===== src/design/fdmr_pkg.sv =====
// Shared constants, types and helpers for the frame difference motion recorder.
package fdmr_pkg;

  // Frame geometry: the reference store holds one entry per pixel position.
  localparam int unsigned FRAME_PIXELS = 65536;
  localparam int unsigned ADDR_W = (FRAME_PIXELS > 1) ? $clog2(FRAME_PIXELS) : 1;
  localparam int unsigned IDX_W  = $clog2(FRAME_PIXELS + 1);

  localparam int unsigned CNT_W    = 23;
  localparam int unsigned THR_W    = 8;
  localparam int unsigned PHASE_W  = 8;
  localparam int unsigned HOLD_W   = 16;
  localparam int unsigned CFG_IDX_W = 2;

  localparam logic [CNT_W-1:0] CNT_MAX = {CNT_W{1'b1}};

  // Grey weighting of the channel differences, rounded, 14 fraction bits.
  localparam int unsigned PROD_W     = 22;
  localparam int unsigned GREY_SHIFT = 14;
  localparam logic [PROD_W-1:0] GREY_W_B   = PROD_W'(1868);
  localparam logic [PROD_W-1:0] GREY_W_G   = PROD_W'(9617);
  localparam logic [PROD_W-1:0] GREY_W_R   = PROD_W'(4899);
  localparam logic [PROD_W-1:0] GREY_ROUND = PROD_W'(8192);
  localparam logic [7:0]        GREY_CEIL  = 8'd254;

  // Register indexes of the configuration port.
  localparam logic [CFG_IDX_W-1:0] CFG_DIFF_THRESHOLD   = 2'd0;
  localparam logic [CFG_IDX_W-1:0] CFG_MIN_CHANGED      = 2'd1;
  localparam logic [CFG_IDX_W-1:0] CFG_COMPARE_INTERVAL = 2'd2;
  localparam logic [CFG_IDX_W-1:0] CFG_HOLD_FRAMES      = 2'd3;

  localparam logic [THR_W-1:0]   RST_DIFF_THRESHOLD   = 8'd20;
  localparam logic [CNT_W-1:0]   RST_MIN_CHANGED      = 23'd50;
  localparam logic [PHASE_W-1:0] RST_COMPARE_INTERVAL = 8'd5;
  localparam logic [HOLD_W-1:0]  RST_HOLD_FRAMES      = 16'd150;

  localparam int unsigned CFG_DATA_W = CNT_W;

  typedef struct packed {
    logic [7:0] red;
    logic [7:0] green;
    logic [7:0] blue;
  } pixel_t;

  // Per-pixel control that travels down the pipeline with the data.
  typedef struct packed {
    logic fe;         // last pixel of its frame
    logic cmp;        // pixel is compared against the stored reference
    logic loaded;     // reference was loaded before this frame
    logic cmp_frame;  // this frame is a compare frame
  } meta_t;

  function automatic logic [7:0] abs_diff8(input logic [7:0] a, input logic [7:0] b);
    abs_diff8 = (a > b) ? (a - b) : (b - a);
  endfunction

endpackage


===== src/design/fdmr_diff_grey.sv =====
// Two-stage datapath: channel differences weighted to grey, then threshold test.
module fdmr_diff_grey (
  input  logic                         clk,
  input  logic                         en,
  input  fdmr_pkg::pixel_t             pix,
  input  fdmr_pkg::pixel_t             ref_pix,
  input  logic [fdmr_pkg::THR_W-1:0]   thr,
  output logic                         hit
);

  logic [fdmr_pkg::PROD_W-1:0] prod_b_r, prod_g_r, prod_r_r;
  logic [fdmr_pkg::PROD_W-1:0] grey_sum;
  logic [7:0]                  grey;
  logic [7:0]                  d_b, d_g, d_r;
  logic                        hit_r;

  assign d_b = fdmr_pkg::abs_diff8(pix.blue,  ref_pix.blue);
  assign d_g = fdmr_pkg::abs_diff8(pix.green, ref_pix.green);
  assign d_r = fdmr_pkg::abs_diff8(pix.red,   ref_pix.red);

  always_ff @(posedge clk) begin
    if (en) begin
      prod_b_r <= fdmr_pkg::PROD_W'(d_b) * fdmr_pkg::GREY_W_B;
      prod_g_r <= fdmr_pkg::PROD_W'(d_g) * fdmr_pkg::GREY_W_G;
      prod_r_r <= fdmr_pkg::PROD_W'(d_r) * fdmr_pkg::GREY_W_R;
    end
  end

  // sum tops out just under 2^22, so grey fits in 8 bits
  assign grey_sum = prod_b_r + prod_g_r + prod_r_r + fdmr_pkg::GREY_ROUND;
  assign grey     = grey_sum[fdmr_pkg::PROD_W-1:fdmr_pkg::GREY_SHIFT];

  always_ff @(posedge clk) begin
    if (en) begin
      hit_r <= (grey >= thr) && (grey <= fdmr_pkg::GREY_CEIL);
    end
  end

  assign hit = hit_r;

endmodule


===== config.mk =====
export PLATFORM = sky130hd
export DESIGN_NAME = fdmr_diff_grey
export DESIGN_NICKNAME = d
export VERILOG_FILES = /design/src/design/fdmr_pkg.sv /design/src/design/fdmr_diff_grey.sv
export SDC_FILE = /design/constraint.sdc
export NUM_CORES = 1
export LEC_CHECK = 0
export ABC_AREA = 1
export BUFFER_PORTS_ARGS = -buffer_cell sky130_fd_sc_hd__buf_2
export CORE_ASPECT_RATIO = 0.6
export CORE_MARGIN = 10
export CORE_UTILIZATION = 55
export DETAILED_ROUTE_END_ITERATION = 12
export PLACE_DENSITY = 0.84
export SKIP_CTS_REPAIR_TIMING = 1
export SYNTH_ARGS = -nofsm -noshare
export SYNTH_HDL_FRONTEND = slang
export SYNTH_SLANG_ARGS = --single-unit
export TNS_END_PERCENT = 30

===== constraint.sdc =====
create_clock -name clk -period 7.2 [get_ports clk]
set_input_delay 0.36 -clock clk [delete_from_list [all_inputs] [get_ports clk]]
set_output_delay 0.36 -clock clk [all_outputs]
set_load 0.02 [all_outputs]

## Yosys cells after proc, flatten, opt, wreduce, memory -nomap -nowiden

Cells that the tools add are included.

| storage, ports and cells | value |
|---|---|
| output and inout bits | 1 |
| logic and storage cells | 25 |
| input port bits | 58 |
| register bits after elaboration | 61 |

| cells by class | value |
|---|---|
| muxes and demuxes | 3 |
| add/subtract/negate cells | 9 |
| reductions and logical operators | 1 |
| order comparisons | 5 |
| multipliers | 3 |

Operator list:

| operator | count |
|---|---|
| $sub 8x8->8 | 6 |
| $gt 8x8->1 | 3 |
| $mux 8 | 3 |
| $add 19x22->22 | 1 |
| $add 22x14->22 const B | 1 |
| $add 22x21->22 | 1 |
| $mul 8x14->22 const B | 1 |
| $mul 8x13->21 const B | 1 |
| $mul 8x9->17 const B | 1 |
| $ge 8x8->1 | 1 |
| $le 8x8->1 const B | 1 |
| $logic_and 1x1->1 | 1 |

## Logic depth before layout (Yosys ltp)

Gate-level depths: netlist (run 1).

| logic depth | value |
|---|---|
| word-level depth | 5 |
| gate-level depth with buffers | 33 |
| depth with buffers taken out | 32 |

## Worst setup path after synthesis (run 1)

No wires, ideal clock.

| timing | value |
|---|---|
| kind | input to register |
| start point | input pix[0] (netlist name) |
| end point | register prod_b_r[17] (netlist name), data pin |
| library setup time | 252 ps |
| cell stages on the path | 28 |
| slack | 1,959 ps |
| data required time | 6,948 ps |
| arrival | 4,989 ps |
| buffers on the path | 0 |
| path through | inv_1 > ha_1 > fa_1 > o21ai_2 > a21oi_2 > o21ai_2 > nand2_4 > o21ai_1 > xnor2_1 > inv_1 > fa_1 > ha_1 > fa_1 > inv_1 > fa_1 > inv_1 > ha_1 > a21oi_1 > a21boi_1 > nand2_1 > nand3_1 > nand2_1 > nand2_1 > nand2_1 > a21oi_1 > inv_1 > nand2_1 > nand2_1 |

| between the ends | value |
|---|---|
| cells in the longest elaborated chain, start to end | 3 |
| elaborated cells on any way between the ends | 5 |
| classes of those cells | add/sub (2); mul (1); order compare (1); mux (1) |

Ends and longest elaborated chain:

| element | RTL line | RTL |
|---|---|---|
| start: declaration | fdmr_diff_grey.sv:5 | `input fdmr_pkg::pixel_t pix,` |
| $sub 8x8->8 / $gt 8x8->1 (equally long branches) | fdmr_pkg.sv:54 | `abs_diff8 = (a > b) ? (a - b) : (b - a);` |
| $mux 8 (*) | fdmr_pkg.sv:54 |  |
| $mul 8x9->17 (*) | fdmr_diff_grey.sv:23 | `prod_b_r <= fdmr_pkg::PROD_W'(d_b) * fdmr_pkg::GREY_W_B;` |
| end signal: assignment | fdmr_diff_grey.sv:23 |  |
| end: declaration | fdmr_diff_grey.sv:11 | `logic [fdmr_pkg::PROD_W-1:0] prod_b_r, prod_g_r, prod_r_r;` |

Mark *: on every way between the ends. The rest lies on a longest branch, timed or not.
A chain may end at the register's enable or synchronous reset.

## Final worst setup path (run 1)

Ends and elaborated chain as after synthesis.

==> impl_results.md, run 1 <==
* Status: finished, final reports clean
* Synth Area in Adders at 0.415
* Cells after Synth at about 1.2k
* Critical Path Start Type: primary input
* Placed cell areas at 0.0109 mm^2
* Die Wd at 198 um
* Pre-antenna DRT Iters at 7
* Ranking of synthesized cells by area: ha_1 (29%), edfxtp_1 (18%), fa_1 (13%)
* Area delta synth->final at 8.00%
* Crit path max-delay cell type: fa_1
* Reg2reg path depth at 17
* Max Buffers Root-to-Sink at 2
* FF+latch count, synth at 61
* DRC Markers at 0
* Post-Route WL at roughly 25000 um
* Reg2Reg Setup Slack at ~3.6 ns
* RSZ-0062 raised after global routing: no
* Clock root cell: clkbuf_16
* Final count of negative-setup-slack endpoints at 0
* Fraction of registers with async set/reset at 0
* Largest family of logic cells by synthesized area: adder cells
* R2r endpoint: hit$_DFFE_PP_
* Worst-path fanout max at 10
* Register area share after synthesis at 0.176
* Maximum clock frequency at between 150 and 200 MHz
* Register Area at 0.00183 mm^2
* DR iter-0 viols at between 700 and 800
* CP arrival at 5.56 ns
* CP required at 7.29 ns
* Clk Latency, worst-skew pair at 0.33 ns
* Top Family by Delay on Critical Path: adder cells
* Area of the multi-input gates at 0.00749 mm^2
* Worst r2r src: prod_g_r[14]$_DFFE_PP_
* Synth area leader: ha_1
* Slowest stage delay, CP at 0.53 ns
* Final hold violations at 0
* Routed via count at 8426
* Number of synthesized flops with an enable pin at 61
* Sum of buffers and inverters on the critical path at 6
* Worst slew pin tran at 0.834 ns
* Final setup margin at approximately 1.7 ns
* Nets at 1669
* Detailed Place HPWL at 21300 um
* Cell count after placement at between 1.5k and 2k
* TritonCTS Buffers at 9
* Layout cells sized above 1 at 0.0992
* Initial core utilization at 0.569
* Remaining global-route overflow at 0
* Clock Sinks at 61
* Slew margin rel. at 0.438
* Clk slew on worst S/H paths at 0.05 ns
* Initial antenna violation count at 1
* Antenna viol nets, final at 0
* CTS tree: built
* Hold path start: ref_pix[0]
* Distinct cells, synth at 43
* Mean post-synth cell area at ~8.4 um^2
* Final instance area at 0.0112 mm^2
* Die height at roughly 130 um
* Synth Flop Type: edfxtp_1
* Setup TNS at 0 ns
* Per-cell routed wire length at 16.0 um
* GRT Util Overall at 0.199
* First-pass GRT wire length at 40800 um
* Synth Area in Compound Gates at 0.0893
* Synth Cell Area at 0.0104 mm^2
* Class of the tightest hold or removal check: primary input to register
* Largest net degree at the start of global routing at 62
* Cell row count at 38
* H-tree depth at 3
* Worst hold stages at 3
* Simple-Gate Fraction of Synth Area at 0.156
* Multiplexer share of the synthesized area at 0
* Crit path from: pix[0]
* Top cells by instance count after synthesis: inv_1 (258), ha_1 (238), nand2_1 (236)
* CP most frequent cell: nand2_1
* Synth warn at 0
* Antenna cells at 0
* Post-synthesis net count at 1608
* Number of global-route vias before repair at ~8.3k
* Worst Setup End Kind: register
* Final period util at 0.760
* Setup CP Type: primary input to register
* Number of vias per cell at 5.43
* Synth Area in XOR/XNOR at 0.0589
* Non-Filler Instances at 1551
* Final setup skew at approximately 0.010 ns
* Hold Path End: prod_b_r[2]$_DFFE_PP_
* Most numerous cell in the Yosys netlist: inv_1
* # IOs at about 60
* Fin crit period at approximately 5.5 ns
* Core area at 0.0183 mm^2
* Worst slack, placed at 1.45 ns
* Fillers at between 1.5k and 2k
* Max-Cap Viols at 0
* PortBufs at 58
* Max Transition Viols Final at 0
* Die area at 0.0250 mm^2
* Gpl congestion at 0.946
* Area share of the largest cell type after synthesis at 0.286
worst register-to-register path: cells and delay by family (launching register included):
family | cells | cell delay [ns]
buffers and inverters | 2 | 0.10
AOI/OAI and AO/OA | 3 | 0.45
adders and majority gates | 4 | 1.53
and+or+nand+nor | 8 | 0.84
DFF | 1 | 0.46
layout make-up:
class,instances,share of cell area
Multi-Input combinational cell,906,0.666
Sequential cell,61,0.163
Inverter,269,0.0905
Tap cell,240,0.0267
Timing Repair Buffer,59,0.0265
Clock buffer,10,0.0204
Clock inverter,6,0.00690
metal layers:
layer	track usage	share of wire	up-vias
met5	0	0	-
met4	0.0248	0.0077	0
met3	0.0473	0.091	25
met2	0.297	0.41	312
met1	0.293	0.49	3950
li1	-	-	4139
stage by stage:
step	hold WS [ns]	utilization
after floorplan	0.472	-
after global placement	0.810	0.598
after detailed placement	0.815	0.598
after CTS	0.674	0.614
after global routing	0.686	0.614
final	0.670	0.614
cell families after synthesis:
logic type,count (synthesis)
AND/OR/NAND/NOR,378
adder cells (fa/ha/maj),305
buffers and inverters,278
AO/OA/AOI/OAI,153
XOR/XNOR,70
flip-flops,61
layout by cell type (no fill, tap or decap), types with 32 or more instances in the layout:
cell	netlist	routed
edfxtp_1	61	61
xor2_1	49	49
nand3_1	32	32
a21oi_1	76	76
nor2_1	54	54
inv_1	258	258
fa_1	67	67
buf_2	0	58
nand2_1	236	236
ha_1	238	238
state kept, by name, summed over array words and instances (netlist names):
| register | cells |
|---|---|
| prod_g_r | 22 |
| prod_r_r | 21 |
| prod_b_r | 17 |
| hit | 1 |
worst max path at each step:
stage	end	slack (ns)	cells past startpoint
global route	prod_b_r[17]$_DFFE_PP_	1.35	30
detailed placement	prod_b_r[17]$_DFFE_PP_	1.45	29
global placement	prod_g_r[19]$_DFFE_PP_	1.62	30
CTS	prod_b_r[17]$_DFFE_PP_	1.78	29
finish	prod_b_r[17]$_DFFE_PP_	1.73	30
floorplan	prod_b_r[17]$_DFFE_PP_	1.96	28
Power of run 1 is left out: the tool's default activity adds up to more than one toggle a clock period on the data nets, which glitch-free logic cannot reach.
==> inputs of run 2 (changes only) <==
==> constraint.sdc (replaced) <==
create_clock -name clk -period 5.7 [get_ports clk]
set_input_delay 0.285 -clock clk [delete_from_list [all_inputs] [get_ports clk]]
set_output_delay 0.285 -clock clk [all_outputs]
set_load 0.02 [all_outputs]
==> run 2 against run 1 <==
  * Sequential share of layout area down 0.056 points
  * Clock-buffer cell count down 1
  * Flip-flop and latch count unchanged
  * Critical path type unchanged
  * Largest cell class unchanged
  * Global-route usage about the same
  * Clock skew down 0.0044 ns
  * Critical path depth up 1
==> impl_results.md, run 2 (same netlist as run 1, synthesis figures left out) <==
* Status: finished, final reports clean
* Die area at 0.0250 mm^2 (unchanged)
* Reg2reg path depth at 17 (unchanged)
* CP arrival at 5.42 ns (-0.14 ns)
* Metal2 WL at 10100 um (-1.8%)
* Number of vias per cell at 5.33 (-1.9%)
* Clk Latency, worst-skew pair at 0.34 ns (about the same)
* Gpl congestion at 0.945 (-0.14%)
* Detailed Place HPWL at 21200 um (-0.76%)
* RSZ-0062 raised after global routing: no
* DR iter-0 viols at 718 (-3.1%)
* Final hold violations at 0 (unchanged)
* Commonest non-fill, non-tap cell in the layout: inv_1
* Worst hold stages at 7 (+4)
* R2r endpoint: hit$_DFFE_PP_
* Crit path max-delay cell type: fa_1
* Maximum clock frequency at 188 MHz
* Max Transition Viols Final at 0 (unchanged)
* PortBufs at 58 (unchanged)
* Area delta synth->final at 8.38%
* Nets at 1672 (+0.18%)
* Slew margin rel. at 0.443 (+0.00460)
* Number of global-route vias before repair at 8347 (+0.65%)
* Placed cell areas at 0.0110 mm^2 (+0.21%)
* Cell row count at 38 (unchanged)
* # IOs at 59 (unchanged)
* DRC Markers at 0 (unchanged)
* WL met3 at 2320 um (+2.9%)
* CTS tree: built
* Class of the tightest hold or removal check: primary input to register
* Max reg flops at 22 (unchanged)
* Final setup skew at 0.00559 ns (-0.00441 ns)
* H-tree depth at 3 (unchanged)
* Commonest cells after routing, fill and taps aside: inv_1 (256), ha_1 (238), nand2_1 (236)
* Clk slew on worst S/H paths at 0.06 ns (about the same)
* Die height at 127 um (unchanged)
* Die Wd at 198 um (unchanged)
* Hold path start: thr[7]
* Largest net degree at the start of global routing at 62 (unchanged)
* Worst-path fanout max at 10 (unchanged)
* Layout cells sized above 1 at 0.107 (+0.00738)
* Remaining global-route overflow at 0 (unchanged)
* First-pass GRT wire length at 40700 um (-0.17%)
* Setup TNS at 0 ns (unchanged)
* Fillers at 1492 (-3.2%)
* Worst Setup End Kind: register
* Reg2Reg Setup Slack at 2.04 ns (-1.54 ns)
* Per-cell routed wire length at 15.8 um (-1.1%)
* Worst r2r src: prod_g_r[17]$_DFFE_PP_
* Final instance area at 0.0113 mm^2 (+0.35%)
* CP most frequent cell: nand2_1
* Reg with most FFs: prod_g_r
* Setup CP Type: primary input to register
* Final period util at 0.935
* Antenna viol nets, final at 0 (unchanged)
* Initial core utilization at 0.569 (unchanged)
* Fin crit period at 5.33 ns
* Critical Path Start Type: primary input
* Core Util, Final at 0.616 (+0.00212)
* Slowest stage delay, CP at 0.54 ns (about the same)
* Post-Route WL at 24500 um (-0.92%)
* GRT Util Overall at 0.200 (+0.000237)
* Largest registers: prod_g_r (22), prod_r_r (21), prod_b_r (17)
* Clock Sinks at 61 (unchanged)
* Clock root cell: clkbuf_16
* Hold Path End: hit$_DFFE_PP_
* Pre-antenna DRT Iters at 5 (-2)
* Worst slack, placed at -0.0327 ns (-1.48 ns)
* Max Buffers Root-to-Sink at 2 (unchanged)
* Wl on met1 at 11900 um (-0.81%)
* Register Area at 0.00183 mm^2 (unchanged)
* DR top layer: met4
* Core area at 0.0183 mm^2 (unchanged)
* Initial antenna violation count at 0 (-1)
* Area of the multi-input gates at 0.00750 mm^2 (+0.10%)
* Final count of negative-setup-slack endpoints at 0 (unchanged)
* CP required at 5.79 ns (-1.50 ns)
* Worst slew pin tran at 0.835 ns (+0.00192 ns)
* Routed via count at 8286 (-1.7%)
* Antenna cells at 0 (unchanged)
* TritonCTS Buffers at 9 (unchanged)
* Final setup margin at 0.371 ns (-1.36 ns)
* Max-Cap Viols at 0 (unchanged)
[run 2: cell count changes in the layout (fill, tap and decap cells not counted)]
cell / delta
a21oi_1: -1
clkinv_1: -2
a21boi_2: +1
a21oi_2: +1
inv_2: +2
clkbuf_1: -1
inv_1: -2
clkinvlp_4: +2
buf_4: +3
clkinv_2: +1
a21boi_1: -1
[run 2: metal layers]
layer  global-route usage  up-vias
met5                    0        -
met4               0.0324        0
met3               0.0555       17
met2                0.291      275
met1                0.291     3861
li1                     -     4133
[run 2: cell type report]
cell class,count,share of cell area
sequential,61,0.162
multi-input combinational,906,0.665
tap,240,0.0266
timing repair buffer,62,0.0284
clock buffer,9,0.0200
inverter,269,0.0902
clock inverter,7,0.00798
[run 2: critical path: cells and delay by family]
family                   cells  cell delay, ns
adder cells (fa/ha/maj)      7            2.82
AO/OA/AOI/OAI                6            0.89
AND/OR/NAND/NOR             10            0.76
buffers and inverters        7            0.51
XOR/XNOR                     1            0.13
[run 2: worst max path at each step]
| stage | depth (start not counted) | startpoint | slack, ns | endpoint |
|---|---|---|---|---|
| after floorplan | 28 | pix[0] | 0.53 | prod_b_r[17]$_DFFE_PP_ |
| after global placement | 30 | pix[8] | 0.19 | prod_g_r[19]$_DFFE_PP_ |
| after detailed placement | 31 | pix[0] | -0.03 | prod_b_r[17]$_DFFE_PP_ |
| after CTS | 31 | pix[0] | 0.30 | prod_b_r[17]$_DFFE_PP_ |
| after global routing | 31 | pix[0] | 0.04 | prod_b_r[17]$_DFFE_PP_ |
| final | 31 | pix[0] | 0.37 | prod_b_r[17]$_DFFE_PP_ |
[run 2: metrics by stage]
step / hold slack [ns] / instances
after global placement: 0.736 / 1538
after global routing: 0.619 / 1554
after detailed placement: 0.743 / 1538
after floorplan: 0.397 / 1245
after CTS: 0.594 / 1554
final: 0.604 / 1554
Power of run 2 is left out for the same reason.
==> inputs of run 3 (changes only) <==
--- a/config.mk
+++ b/config.mk
@@ -11,7 +11,7 @@
 export CORE_MARGIN = 10
 export CORE_UTILIZATION = 55
 export DETAILED_ROUTE_END_ITERATION = 12
-export PLACE_DENSITY = 0.84
+export PLACE_DENSITY = 0.73
 export SKIP_CTS_REPAIR_TIMING = 1
 export SYNTH_ARGS = -nofsm -noshare
 export SYNTH_HDL_FRONTEND = slang
==> constraint.sdc (replaced) <==
create_clock -name clk -period 6.2 [get_ports clk]
set_input_delay 0.31 -clock clk [delete_from_list [all_inputs] [get_ports clk]]
set_output_delay 0.31 -clock clk [all_outputs]
set_load 0.02 [all_outputs]
==> run 3 against run 2 <==
  * Critical path depth unchanged
  * Sequential share of layout area about the same
  * Cell count about the same
  * Worst setup slack better by 0.50 ns
  * Design area about the same
  * Clock skew down 0.00072 ns
  * Critical endpoint unchanged
  * Largest cell class unchanged
==> impl_results.md, run 3 (same netlist as run 1, synthesis figures left out) <==
* Final setup skew at 0.00487 ns (-0.000717 ns)
* DR iter-0 viols at 619 (-14%)
* Number of global-route vias before repair at 8019 (-3.9%)
* Commonest non-fill, non-tap cell in the layout: inv_1
* Status: finished, final reports clean
* Core area at 0.0183 mm^2 (unchanged)
* Cell count after placement at 1537 (-0.065%)
* Die height at 127 um (unchanged)
* Clk Latency, worst-skew pair at 0.33 ns (about the same)
* GRT Util Overall at 0.196 (-0.00384)
* Detailed Place HPWL at 20500 um (-3.2%)
* Area delta synth->final at 8.30% (about the same)
* Initial antenna violation count at 0 (unchanged)
* Routed via count at 8201 (-1.0%)
* WHS at 0.568 ns (-0.0356 ns)
* Per-cell routed wire length at 15.2 um (-3.7%)
* Worst hold stages at 3 (-4)
* Number of vias per cell at 5.28 (-0.96%)
* Max-Cap Viols at 0 (unchanged)
* H-tree depth at 3 (unchanged)
* Top Family by Delay on Critical Path: adder cells
* Nets at 1671 (-0.060%)
* Clock Sinks at 61 (unchanged)
* RSZ-0062 raised after global routing: no
* Max Buffers Root-to-Sink at 2 (unchanged)
* CTS tree: built
* Max reg flops at 22 (unchanged)
* Sum of buffers and inverters on the critical path at 7 (unchanged)
* Maximum clock frequency at 188 MHz
* Critical Path Start Type: primary input
* Reg2reg path depth at 18 (+1)
* Slew margin rel. at 0.471 (+0.0281)
* Largest net degree at the start of global routing at 62 (unchanged)
* Class of the tightest hold or removal check: primary input to register
* TritonCTS Buffers at 9 (unchanged)
* Die area at 0.0250 mm^2 (unchanged)
* Pre-antenna DRT Iters at 5 (unchanged)
* Max Transition Viols Final at 0 (unchanged)
* Largest registers: prod_g_r (22), prod_r_r (21), prod_b_r (17)
* First-pass GRT wire length at 39600 um (-2.6%)
* Remaining global-route overflow at 0 (unchanged)
* Non-Filler Instances at 1553 (-0.064%)
* Final period util at 0.859
* Final count of negative-setup-slack endpoints at 0 (unchanged)
* Antenna viol nets, final at 0 (unchanged)
* Final instance area at 0.0113 mm^2 (about the same)
* Placed cell areas at 0.0110 mm^2 (about the same)
* Reg with most FFs: prod_g_r
* Cell row count at 38 (unchanged)
* Stages on the worst setup path at 31 (unchanged)
* Antenna cells at 0 (unchanged)
* Slowest stage delay, CP at 0.53 ns (about the same)
* Setup CP Type: primary input to register
* Worst slew pin tran at 0.793 ns (-0.0422 ns)
* CP required at 6.29 ns (+0.50 ns)
* # IOs at 59 (unchanged)
* CP arrival at 5.42 ns (about the same)
* Post-Route WL at 23600 um (-3.8%)
* Die Wd at 198 um (unchanged)
* Layout cells sized above 1 at 0.103 (-0.00373)
* Gpl congestion at 0.929 (-1.6%)
* PortBufs at 58 (unchanged)
* Fin crit period at 5.33 ns
* Clk slew on worst S/H paths at 0.06 ns (about the same)
* Final hold violations at 0 (unchanged)
* Commonest cells after routing, fill and taps aside: inv_1 (258), ha_1 (238), nand2_1 (236)
* Initial core utilization at 0.569 (unchanged)
* Clock root cell: clkbuf_16
* Setup TNS at 0 ns (unchanged)
* CP most frequent cell: nand2_1
* Worst Setup End Kind: register
* Worst-path fanout max at 10 (unchanged)
* Crit path max-delay cell type: fa_1
* DRC Markers at 0 (unchanged)
[run 3: changes by cell type in the layout (fill, tap and decap cells not counted), sizes merged]
cell,delta
buf,-1
inv,+1
clkinv,-1
[run 3: metal layers]
metal,vias to the layer above,wire (um),global-route usage
li1,4128,-,-
met5,-,0,0
met3,12,2210,0.0504
met1,3795,12200,0.300
met2,266,9080,0.272
met4,0,110,0.0275
[run 3: area by class of cell]
type                    instances  area, um^2
fillers                      1619        7030
inverters                     269        1020
well taps                     240         300
clock inverters                 7        97.6
flip-flops and latches         61        1830
repair buffers                 61         313
clock buffers                   9         225
multi-input cells             906        7490
[run 3: path summary, 6_finish.rpt]
| path | endpoint | slack [ns] | startpoint |
|---|---|---|---|
| max reg2reg | hit$_DFFE_PP_ | 2.42 | prod_b_r[3]$_DFFE_PP_ |
| max | prod_b_r[17]$_DFFE_PP_ | 0.87 | pix[0] |
| min reg2reg | hit$_DFFE_PP_ | 1.10 | prod_r_r[20]$_DFFE_PP_ |
| min | prod_b_r[2]$_DFFE_PP_ | 0.57 | ref_pix[0] |
[run 3: through the flow]
| stage | setup slack (ns) | util |
|---|---|---|
| after global routing | 0.358 | 0.616 |
| after CTS | 0.887 | 0.616 |
| after global placement | 0.660 | 0.598 |
| after floorplan | 1.01 | - |
| final | 0.874 | 0.616 |
| after detailed placement | 0.536 | 0.598 |
[run 3: worst register-to-register path, delay by kind of cell (launching register included)]
family / cells / cell delay [ns]
adders and majority gates: 4 / 1.40
and+or+nand+nor: 12 / 0.97
AOI/OAI and AO/OA: 2 / 0.74
DFF: 1 / 0.42
Power of run 3 is left out for the same reason.
